### config.mk
export PLATFORM = sky130hd
export DESIGN_NAME = positional_list_store
export DESIGN_NICKNAME = d
export VERILOG_FILES = /design/src/pls_pkg.sv /design/src/positional_list_store.sv /design/src/pls_cell.sv /design/src/pls_ctrl.sv
export SDC_FILE = /design/constraint.sdc
export NUM_CORES = 2
export LEC_CHECK = 0
export BUFFER_PORTS_ARGS = -buffer_cell sky130_fd_sc_hd__clkbuf_2
export CORE_MARGIN = 8
export CORE_UTILIZATION = 50
export CTS_CLUSTER_DIAMETER = 120
export DETAILED_ROUTE_END_ITERATION = 8
export GPL_ROUTABILITY_DRIVEN = 0
export PLACE_DENSITY = 0.66
export SLEW_MARGIN = 20
export SYNTH_ARGS = -nofsm -noshare
export SYNTH_HDL_FRONTEND = slang
export SYNTH_SLANG_ARGS = --single-unit
### constraint.sdc
create_clock -name clock -period 10.5 [get_ports clock]
set_clock_uncertainty 0.1 [all_clocks]
set_input_delay 1.575 -clock clock [delete_from_list [all_inputs] [get_ports clock]]
set_output_delay 1.575 -clock clock [all_outputs]
set_load 0.01 [all_outputs]
### src/pls_pkg.sv
// Shared codes, types and defaults for the positional list store.
`timescale 1ns / 1ps
package pls_pkg;

   localparam int CAPACITY_DEFAULT = 16;
   localparam int DATA_W = 32;
   localparam int OP_W = 3;
   localparam int POS_W = 7;
   localparam int STATUS_W = 2;

   // Operation codes carried by req_operation.
   localparam logic [OP_W-1:0] OP_INS_FRONT = 3'd0;
   localparam logic [OP_W-1:0] OP_INS_BACK  = 3'd1;
   localparam logic [OP_W-1:0] OP_INS_POS   = 3'd2;
   localparam logic [OP_W-1:0] OP_DEL_FRONT = 3'd3;
   localparam logic [OP_W-1:0] OP_DEL_BACK  = 3'd4;
   localparam logic [OP_W-1:0] OP_DEL_POS   = 3'd5;
   localparam logic [OP_W-1:0] OP_READ_OUT  = 3'd6;

   // Status codes carried by rsp_status.
   localparam logic [STATUS_W-1:0] ST_OK     = 2'd0;
   localparam logic [STATUS_W-1:0] ST_EMPTY  = 2'd1;
   localparam logic [STATUS_W-1:0] ST_BADPOS = 2'd2;
   localparam logic [STATUS_W-1:0] ST_FULL   = 2'd3;

   // What every cell of the chain does in a cycle.
   localparam logic [1:0] MODE_HOLD   = 2'd0;
   localparam logic [1:0] MODE_INSERT = 2'd1;
   localparam logic [1:0] MODE_REMOVE = 2'd2;
   localparam logic [1:0] MODE_ROTATE = 2'd3;

   typedef struct packed {
      logic [1:0]               mode;
      logic signed [DATA_W-1:0] item;
   } cell_ctrl_type;

endpackage

### src/positional_list_store.sv
// Top level of the positional list store: sequencer plus a chain of storage cells.
`timescale 1ns / 1ps
// The store keeps an ordered list of up to CAPACITY signed 32-bit values in a row
// of cells, front entry in cell 0. A transaction is taken at a rising edge where
// start is high and busy is low. Inserts and deletes move every cell at once, so
// busy stays low and a new transaction can be taken in each cycle; the status
// result is registered and appears in the next cycle with rsp_last set. A
// read-out emits the front value in the cycle after acceptance and then one value
// per cycle by rotating the chain toward cell 0, so a list of N entries holds busy
// high while the chain rotates and returns N results; reading an empty
// list gives a single empty status. Each result is valid only in the cycle that
// rsp_strobe is high and cannot be held off, so the receiver must take it then.
// Operation code 7 is accepted and produces no result.
module positional_list_store #(
   parameter int CAPACITY = pls_pkg::CAPACITY_DEFAULT
) (
   input  logic                                clock,
   input  logic                                reset,
   input  logic                                start,
   output logic                                busy,
   input  logic [pls_pkg::OP_W-1:0]            req_operation,
   input  logic signed [pls_pkg::DATA_W-1:0]   req_item,
   input  logic [pls_pkg::POS_W-1:0]           req_position,
   output logic                                rsp_strobe,
   output logic [pls_pkg::STATUS_W-1:0]        rsp_status,
   output logic signed [pls_pkg::DATA_W-1:0]   rsp_value,
   output logic                                rsp_last
);
   import pls_pkg::*;

   localparam int IDX_W = $clog2(CAPACITY);
   localparam int CNT_W = $clog2(CAPACITY + 1);

   cell_ctrl_type            cell_ctrl;
   logic [IDX_W-1:0]         cell_idx;
   logic [CNT_W-1:0]         cell_count;
   logic signed [DATA_W-1:0] cell_value [CAPACITY];

   // The sequencer owns the entry count and the result registers; the cells see
   // which way to move in the current cycle, plus the index, item and entry count.
   pls_ctrl #(
      .CAPACITY (CAPACITY),
      .IDX_W    (IDX_W),
      .CNT_W    (CNT_W)
   ) u_ctrl (
      .clock         (clock),
      .reset         (reset),
      .start         (start),
      .busy          (busy),
      .req_operation (req_operation),
      .req_item      (req_item),
      .req_position  (req_position),
      .head_value    (cell_value[0]),
      .cell_ctrl     (cell_ctrl),
      .cell_idx      (cell_idx),
      .cell_count    (cell_count),
      .rsp_strobe    (rsp_strobe),
      .rsp_status    (rsp_status),
      .rsp_value     (rsp_value),
      .rsp_last      (rsp_last)
   );

   // Each cell reads its lower neighbor on insert and its upper neighbor on
   // delete or rotate. The lower end is tied to req_item, which cell 0 never selects;
   // the upper end is tied to the last cell's own value, which a delete leaves in place.
   for (genvar g = 0; g < CAPACITY; g++) begin : g_cell
      logic signed [DATA_W-1:0] left_value;
      logic signed [DATA_W-1:0] right_value;

      if (g == 0) begin : g_first
         assign left_value = req_item;
      end else begin : g_inner_left
         assign left_value = cell_value[g-1];
      end

      if (g == CAPACITY - 1) begin : g_last
         assign right_value = cell_value[g];
      end else begin : g_inner_right
         assign right_value = cell_value[g+1];
      end

      pls_cell #(
         .CAPACITY (CAPACITY),
         .INDEX    (g),
         .IDX_W    (IDX_W),
         .CNT_W    (CNT_W)
      ) u_cell (
         .clock       (clock),
         .ctrl        (cell_ctrl),
         .idx         (cell_idx),
         .count       (cell_count),
         .left_value  (left_value),
         .right_value (right_value),
         .head_value  (cell_value[0]),
         .value       (cell_value[g])
      );
   end

endmodule

### src/pls_cell.sv
// One storage cell of the list chain: holds one entry and trades it with its neighbors.
`timescale 1ns / 1ps
module pls_cell #(
   parameter int CAPACITY = pls_pkg::CAPACITY_DEFAULT,
   parameter int INDEX = 0,
   parameter int IDX_W = $clog2(CAPACITY),
   parameter int CNT_W = $clog2(CAPACITY + 1)
) (
   input  logic                              clock,
   input  pls_pkg::cell_ctrl_type            ctrl,
   input  logic [IDX_W-1:0]                  idx,
   input  logic [CNT_W-1:0]                  count,
   input  logic signed [pls_pkg::DATA_W-1:0] left_value,
   input  logic signed [pls_pkg::DATA_W-1:0] right_value,
   input  logic signed [pls_pkg::DATA_W-1:0] head_value,
   output logic signed [pls_pkg::DATA_W-1:0] value
);
   import pls_pkg::*;

   localparam logic [IDX_W-1:0] MY_IDX  = IDX_W'(INDEX);
   localparam logic [CNT_W-1:0] MY_NEXT = CNT_W'(INDEX + 1);

   logic signed [DATA_W-1:0] value_ff;
   logic signed [DATA_W-1:0] value_in;

   always_comb begin
      value_in = value_ff;
      unique case (ctrl.mode)
         MODE_INSERT: begin
            if (MY_IDX > idx) begin
               value_in = left_value;
            end else if (MY_IDX == idx) begin
               value_in = ctrl.item;
            end
         end
         MODE_REMOVE: begin
            if (MY_IDX >= idx) begin
               value_in = right_value;
            end
         end
         MODE_ROTATE: begin
            // The tail cell wraps around to the head so the list is restored
            // after a full pass.
            if (MY_NEXT == count) begin
               value_in = head_value;
            end else if (MY_NEXT < count) begin
               value_in = right_value;
            end
         end
         default: begin
            value_in = value_ff;
         end
      endcase
   end

   always_ff @(posedge clock) begin
      value_ff <= value_in;
   end

   assign value = value_ff;

endmodule

### src/pls_ctrl.sv
// Sequencer of the list store: decodes operations, keeps the count, drives the results.
`timescale 1ns / 1ps
module pls_ctrl #(
   parameter int CAPACITY = pls_pkg::CAPACITY_DEFAULT,
   parameter int IDX_W = $clog2(CAPACITY),
   parameter int CNT_W = $clog2(CAPACITY + 1)
) (
   input  logic                                clock,
   input  logic                                reset,
   input  logic                                start,
   output logic                                busy,
   input  logic [pls_pkg::OP_W-1:0]            req_operation,
   input  logic signed [pls_pkg::DATA_W-1:0]   req_item,
   input  logic [pls_pkg::POS_W-1:0]           req_position,
   input  logic signed [pls_pkg::DATA_W-1:0]   head_value,
   output pls_pkg::cell_ctrl_type              cell_ctrl,
   output logic [IDX_W-1:0]                    cell_idx,
   output logic [CNT_W-1:0]                    cell_count,
   output logic                                rsp_strobe,
   output logic [pls_pkg::STATUS_W-1:0]        rsp_status,
   output logic signed [pls_pkg::DATA_W-1:0]   rsp_value,
   output logic                                rsp_last
);
   import pls_pkg::*;

   localparam logic S_IDLE = 1'b0;
   localparam logic S_READ = 1'b1;
   localparam int CMP_W = POS_W + 1;
   localparam logic [CNT_W-1:0] FULL_COUNT = CNT_W'(CAPACITY);
   localparam logic [CNT_W-1:0] ONE_COUNT = CNT_W'(1);

   logic                     state_ff, state_in;
   logic [CNT_W-1:0]         count_ff, count_in;
   logic [CNT_W-1:0]         remain_ff, remain_in;
   logic                     strobe_ff, strobe_in;
   logic [STATUS_W-1:0]      status_ff, status_in;
   logic signed [DATA_W-1:0] value_ff, value_in;
   logic                     last_ff, last_in;

   logic             accept;
   logic             full;
   logic             empty;
   logic [CMP_W-1:0] pos_ext;
   logic [CMP_W-1:0] cnt_ext;
   logic [POS_W-1:0] pos_m1;
   logic [CNT_W-1:0] cnt_m1;

   assign busy    = (state_ff == S_READ);
   assign accept  = start && !busy;
   assign full    = (count_ff == FULL_COUNT);
   assign empty   = (count_ff == '0);
   assign pos_ext = CMP_W'(req_position);
   assign cnt_ext = CMP_W'(count_ff);
   assign pos_m1  = req_position - POS_W'(1);
   assign cnt_m1  = count_ff - ONE_COUNT;

   always_comb begin
      state_in       = state_ff;
      count_in       = count_ff;
      remain_in      = remain_ff;
      strobe_in      = 1'b0;
      status_in      = ST_OK;
      value_in       = '0;
      last_in        = 1'b1;
      cell_ctrl.mode = MODE_HOLD;
      cell_ctrl.item = req_item;
      cell_idx       = '0;

      if (state_ff == S_READ) begin
         strobe_in      = 1'b1;
         value_in       = head_value;
         last_in        = (remain_ff == ONE_COUNT);
         cell_ctrl.mode = MODE_ROTATE;
         remain_in      = remain_ff - ONE_COUNT;
         if (remain_ff == ONE_COUNT) begin
            state_in = S_IDLE;
         end
      end else if (accept) begin
         unique case (req_operation)
            OP_INS_FRONT: begin
               strobe_in = 1'b1;
               if (full) begin
                  status_in = ST_FULL;
               end else begin
                  cell_ctrl.mode = MODE_INSERT;
                  count_in       = count_ff + ONE_COUNT;
               end
            end
            OP_INS_BACK: begin
               strobe_in = 1'b1;
               if (full) begin
                  status_in = ST_FULL;
               end else begin
                  cell_ctrl.mode = MODE_INSERT;
                  cell_idx       = IDX_W'(count_ff);
                  count_in       = count_ff + ONE_COUNT;
               end
            end
            OP_INS_POS: begin
               strobe_in = 1'b1;
               if (full) begin
                  status_in = ST_FULL;
               end else if (req_position == '0 || pos_ext > cnt_ext + CMP_W'(1)) begin
                  status_in = ST_BADPOS;
               end else begin
                  cell_ctrl.mode = MODE_INSERT;
                  cell_idx       = IDX_W'(pos_m1);
                  count_in       = count_ff + ONE_COUNT;
               end
            end
            OP_DEL_FRONT: begin
               strobe_in = 1'b1;
               if (empty) begin
                  status_in = ST_EMPTY;
               end else begin
                  cell_ctrl.mode = MODE_REMOVE;
                  count_in       = cnt_m1;
               end
            end
            OP_DEL_BACK: begin
               strobe_in = 1'b1;
               if (empty) begin
                  status_in = ST_EMPTY;
               end else begin
                  cell_ctrl.mode = MODE_REMOVE;
                  cell_idx       = IDX_W'(cnt_m1);
                  count_in       = cnt_m1;
               end
            end
            OP_DEL_POS: begin
               strobe_in = 1'b1;
               if (empty) begin
                  status_in = ST_EMPTY;
               end else if (req_position == '0 || pos_ext > cnt_ext) begin
                  status_in = ST_BADPOS;
               end else begin
                  cell_ctrl.mode = MODE_REMOVE;
                  cell_idx       = IDX_W'(pos_m1);
                  count_in       = cnt_m1;
               end
            end
            OP_READ_OUT: begin
               strobe_in = 1'b1;
               if (empty) begin
                  status_in = ST_EMPTY;
               end else begin
                  // The front value is registered now; the rest follow one a cycle.
                  value_in       = head_value;
                  last_in        = (count_ff == ONE_COUNT);
                  cell_ctrl.mode = MODE_ROTATE;
                  if (count_ff != ONE_COUNT) begin
                     state_in  = S_READ;
                     remain_in = cnt_m1;
                  end
               end
            end
            default: begin
               strobe_in = 1'b0;
            end
         endcase
      end
   end

   always_ff @(posedge clock) begin
      if (reset) begin
         state_ff  <= S_IDLE;
         count_ff  <= '0;
         remain_ff <= '0;
         strobe_ff <= 1'b0;
      end else begin
         state_ff  <= state_in;
         count_ff  <= count_in;
         remain_ff <= remain_in;
         strobe_ff <= strobe_in;
      end
   end

   always_ff @(posedge clock) begin
      status_ff <= status_in;
      value_ff  <= value_in;
      last_ff   <= last_in;
   end

   assign cell_count = count_ff;
   assign rsp_strobe = strobe_ff;
   assign rsp_status = status_ff;
   assign rsp_value  = value_ff;
   assign rsp_last   = last_ff;

endmodule
==> insert_results.sql <==
INSERT INTO impl_metrics (metric_group, metric, value, unit) VALUES
('run_status', 'status', 'completed', ''),
('floorplan', 'fp.dieW', '276', 'um'),
('worst_setup_path', 'endpoint', 'g_cell[13].u_cell.value[3]$_DFFE_PP_', ''),
('timing', 'clock.fmax', '0.152', 'GHz'),
('timing', 'setup_tns', '0', 'ns'),
('worst_setup_path', 'timing.critical_path.slowest_stage_cell', 'sky130_fd_sc_hd__dfxtp_1', ''),
('hold_path', 'hold_class', 'register to register', ''),
('routing', 'drt-vias-per-instance', '6.71', ''),
('worst_setup_path', 'crit_type', 'register to register', ''),
('clock_tree', 'cts_sinks', '559', ''),
('timing', 'finalHoldViolations', '0', ''),
('routing', 'dr.first_iter.drc_count', '3683', ''),
('yosys', 'ys_async_sr_fraction', '0', ''),
('yosys', 'ys_dominant_reg_cell', 'sky130_fd_sc_hd__edfxtp_1', ''),
('yosys', 'synthesis.area_per_instance', '10.6', 'um2'),
('placement', 'numPortBuffers', '81', ''),
('worst_setup_path', 'start_kind', 'register', ''),
('worst_setup_path', 'worst_path_dominant_cell_family', 'simple AND/OR/NAND/NOR gates', ''),
('clock_tree', 'tritoncts_clock_tree', 'built', ''),
('timing', 'timing.final.setup_violations', '0', ''),
('yosys', 'netlist.area_leader.share', '0.457', ''),
('timing', 'worst_pin_slew', '1.34', 'ns'),
('clock_tree', 'cts_root_buffer_type', 'sky130_fd_sc_hd__clkbuf_16', ''),
('global_routing', 'grt.total_usage', '0.267', ''),
('worst_setup_path', 'path_buf_inv', '3', ''),
('cells_and_area', 'layout-drive-gt1-share', '0.149', ''),
('yosys', 'synth-seq-cells', '559', ''),
('pwr', 'power-per-cell-area', '236', 'mW/mm2'),
('clock_tree', 'numCtsBuffers', '60', ''),
('floorplan', 'std_cell_rows', '95', ''),
('hold_path', 'timing.hold.worst_path_depth', '2', ''),
('yosys', 'synth.distinct_cells', '84', ''),
('worst_setup_path', 'cpPeakStageDelay', '0.84', 'ns'),
('yosys', 'mappedNetlistArea', '0.0337', 'mm2'),
('timing', 'slew-limit-headroom', '0.109', ''),
('cells_and_area', 'finalNetCount', '3078', ''),
('routing', 'postRouteAntennaNets', '0', ''),
('timing', 'finalMaxSlewViolations', '0', ''),
('global_routing', 'first_global_vias', '25498', ''),
('yosys', 'syn-num-nets', '3233', ''),
('clock_tree', 'cts_htree_levels', '2', ''),
('routing', 'post-route-drc-count', '0', ''),
('yosys', 'synth_top_area_cell', 'sky130_fd_sc_hd__edfxtp_1', ''),
('floorplan', 'die-height', '276', 'um'),
('yosys', 'netlist_top_cells_area', 'sky130_fd_sc_hd__edfxtp_1 46%, sky130_fd_sc_hd__mux2i_1 14%, sky130_fd_sc_hd__mux2_2 5.4%, sky130_fd_sc_hd__nand2_1 4.0%, sky130_fd_sc_hd__a21oi_1 2.9%', ''),
('worst_setup_path', 'r2r_slack', '3.90', 'ns'),
('cells_and_area', 'finish.cell_count_without_fillers', '3937', ''),
('pwr', 'ir_worst_vdd', '0.000153', 'V'),
('yosys', 'synthesis.instances', '3168', ''),
('worst_setup_path', 'end_kind', 'register', ''),
('clock_tree', 'cts-hold-fix-buffers', '0', ''),
('cells_and_area', 'final_design_area_no_fill', '0.0364', 'mm2'),
('routing', 'first_pass_iters', '8', ''),
('clock_tree', 'cts_resized', '0', ''),
('yosys', 'netlist_top_cells_count', '512 x sky130_fd_sc_hd__edfxtp_1, 485 x sky130_fd_sc_hd__mux2i_1, 363 x sky130_fd_sc_hd__nand2_1', ''),
('timing', 'fin_hold_ws', '0.382', 'ns'),
('cells_and_area', 'area_delta_synth_final', '8.13', '%'),
('floorplan', 'effective_utilization_at_floorplan', '0.503', ''),
('routing', 'detail_route.wl_per_cell', '26.6', 'um'),
('clock_tree', 'clk_transition_reported_paths', '0.06', 'ns'),
('global_routing', 'gr-total-overflow', '0', ''),
('clock_tree', 'postCtsSetupRepairBufs', '0', ''),
('timing', 'finalWorstSetupSlack', '3.90', 'ns'),
('global_routing', 'antenna_found_initial', '2', ''),
('timing', 'rsz0062_at_grt', 'no', ''),
('timing', 'finalWorstPathRequiredPeriod', '6.60', 'ns'),
('yosys', 'synth.most_common_cell', 'sky130_fd_sc_hd__edfxtp_1', ''),
('worst_setup_path', 'worstPathRequired', '10.78', 'ns'),
('worst_setup_path', 'cp-startpoint', 'u_ctrl.cell_count[2]$_SDFFE_PP0P_', ''),
('global_routing', 'grt_max_degree', '248', ''),
('floorplan', 'die_area', '0.0759', 'mm2');
## placed cells by master (no fill, tap or decap), drive strengths merged, types with 5 or more instances in the layout
cell / Yosys / final
buf: 135 / 64
a221o: 32 / 32
nand2: 365 / 365
a21o: 38 / 38
nor3: 37 / 37
nand3: 16 / 16
inv: 22 / 24
mux2: 160 / 160
a21oi: 198 / 198
and3: 24 / 24
a31oi: 124 / 124
clkbuf: 227 / 171
and2: 7 / 7
edfxtp: 512 / 512
o22ai: 35 / 35
clkinv: 0 / 16
nand4: 5 / 5
o21a: 5 / 5
dfxtp: 47 / 47
ha: 20 / 20
a22oi: 124 / 124
a22o: 32 / 32
a32oi: 11 / 11
nor2b: 19 / 19
a221oi: 18 / 18
o21ai: 142 / 142
o221ai: 32 / 32
mux2i: 485 / 485
a211oi: 32 / 32
nor2: 208 / 208
xnor2: 13 / 13
## report_power, final
part	switching (mW)	leakage [nW]	internal, mW
clock network	0.908	0.955	1.22
registers	0.493	5.16	3.36
logic	1.59	8.76	1.03
total	2.99	14.9	5.61
## worst min-delay path by stage
| stage | startpoint | endpoint | slack [ns] |
|---|---|---|---|
| floorplan | u_ctrl.remain_ff[1]$_SDFFE_PP0P_ | u_ctrl.remain_ff[1]$_SDFFE_PP0P_ | 0.35 |
| global placement | u_ctrl.remain_ff[1]$_SDFFE_PP0P_ | u_ctrl.remain_ff[1]$_SDFFE_PP0P_ | 0.36 |
| detailed placement | u_ctrl.remain_ff[1]$_SDFFE_PP0P_ | u_ctrl.remain_ff[1]$_SDFFE_PP0P_ | 0.37 |
| CTS | u_ctrl.remain_ff[1]$_SDFFE_PP0P_ | u_ctrl.remain_ff[1]$_SDFFE_PP0P_ | 0.38 |
| global route | u_ctrl.remain_ff[1]$_SDFFE_PP0P_ | u_ctrl.remain_ff[1]$_SDFFE_PP0P_ | 0.43 |
| finish | u_ctrl.remain_ff[1]$_SDFFE_PP0P_ | u_ctrl.remain_ff[1]$_SDFFE_PP0P_ | 0.38 |
## sequential cells by signal (all words and copies together) (netlist names)
| name | count |
|---|---|
| g_cell.u_cell.value | 512 |
| u_ctrl.rsp_value | 32 |
| u_ctrl.cell_count | 5 |
| u_ctrl.remain_ff | 5 |
| u_ctrl.rsp_status | 2 |
| u_ctrl.busy | 1 |
| u_ctrl.rsp_last | 1 |
| u_ctrl.rsp_strobe | 1 |
## cell families (layout without fill, tap and decap cells)
group | Yosys count | count (layout) | share of synthesized area
and+or+nand+nor | 704 | 704 | 0.0898
other | 0 | 1 | 0
buffers and inverters | 384 | 279 | 0.0503
adders and majority gates | 20 | 20 | 0.00743
xor gates and xnor gates | 14 | 14 | 0.00364
muxes | 645 | 645 | 0.198
AOI/OAI and AO/OA | 842 | 842 | 0.167
DFF | 559 | 559 | 0.485
## worst reg2reg max path: stages (launching register included)
cell	delay [ns]
sky130_fd_sc_hd__dfxtp_1	0.84
sky130_fd_sc_hd__inv_1	0.25
sky130_fd_sc_hd__nor2_1	0.48
sky130_fd_sc_hd__nand2_1	0.18
sky130_fd_sc_hd__xnor2_1	0.20
sky130_fd_sc_hd__ha_1	0.28
sky130_fd_sc_hd__a21o_1	0.20
sky130_fd_sc_hd__a211oi_2	0.26
sky130_fd_sc_hd__o2111ai_2	0.25
sky130_fd_sc_hd__o31ai_2	0.43
sky130_fd_sc_hd__o21a_4	0.49
sky130_fd_sc_hd__buf_6	0.71
sky130_fd_sc_hd__nand3_4	0.98
sky130_fd_sc_hd__nand2_1	0.35
sky130_fd_sc_hd__nor2_4	0.13
sky130_fd_sc_hd__buf_12	0.20
## metal layers
layer  vias up  GRT usage  part of all wire
met5         -          0           0.00012
met2      1552      0.405              0.44
met1     13028      0.382              0.43
met4         2     0.0796             0.028
met3       187     0.0568              0.11
li1      11658          -                 -
## through the flow
step / total power, mW / util
2_1_floorplan: 5.57 / -
3_3_place_gp: 6.29 / 0.514
3_5_place_dp: 6.41 / 0.514
4_1_cts: 8.54 / 0.543
5_1_grt: 8.96 / 0.544
6_report: 8.60 / 0.544
## cell type report
type / count / area, um2
flip-flops and latches: 559 / 16300
well taps: 873 / 1090
fillers: 5731 / 30500
clock buffers: 90 / 1760
diodes: 1 / 2.50
repair buffers: 145 / 972
multi-input cells: 2225 / 16000
inverters: 22 / 82.6
clock inverters: 22 / 190
Note: power is estimated with default switching activity, not from simulation.
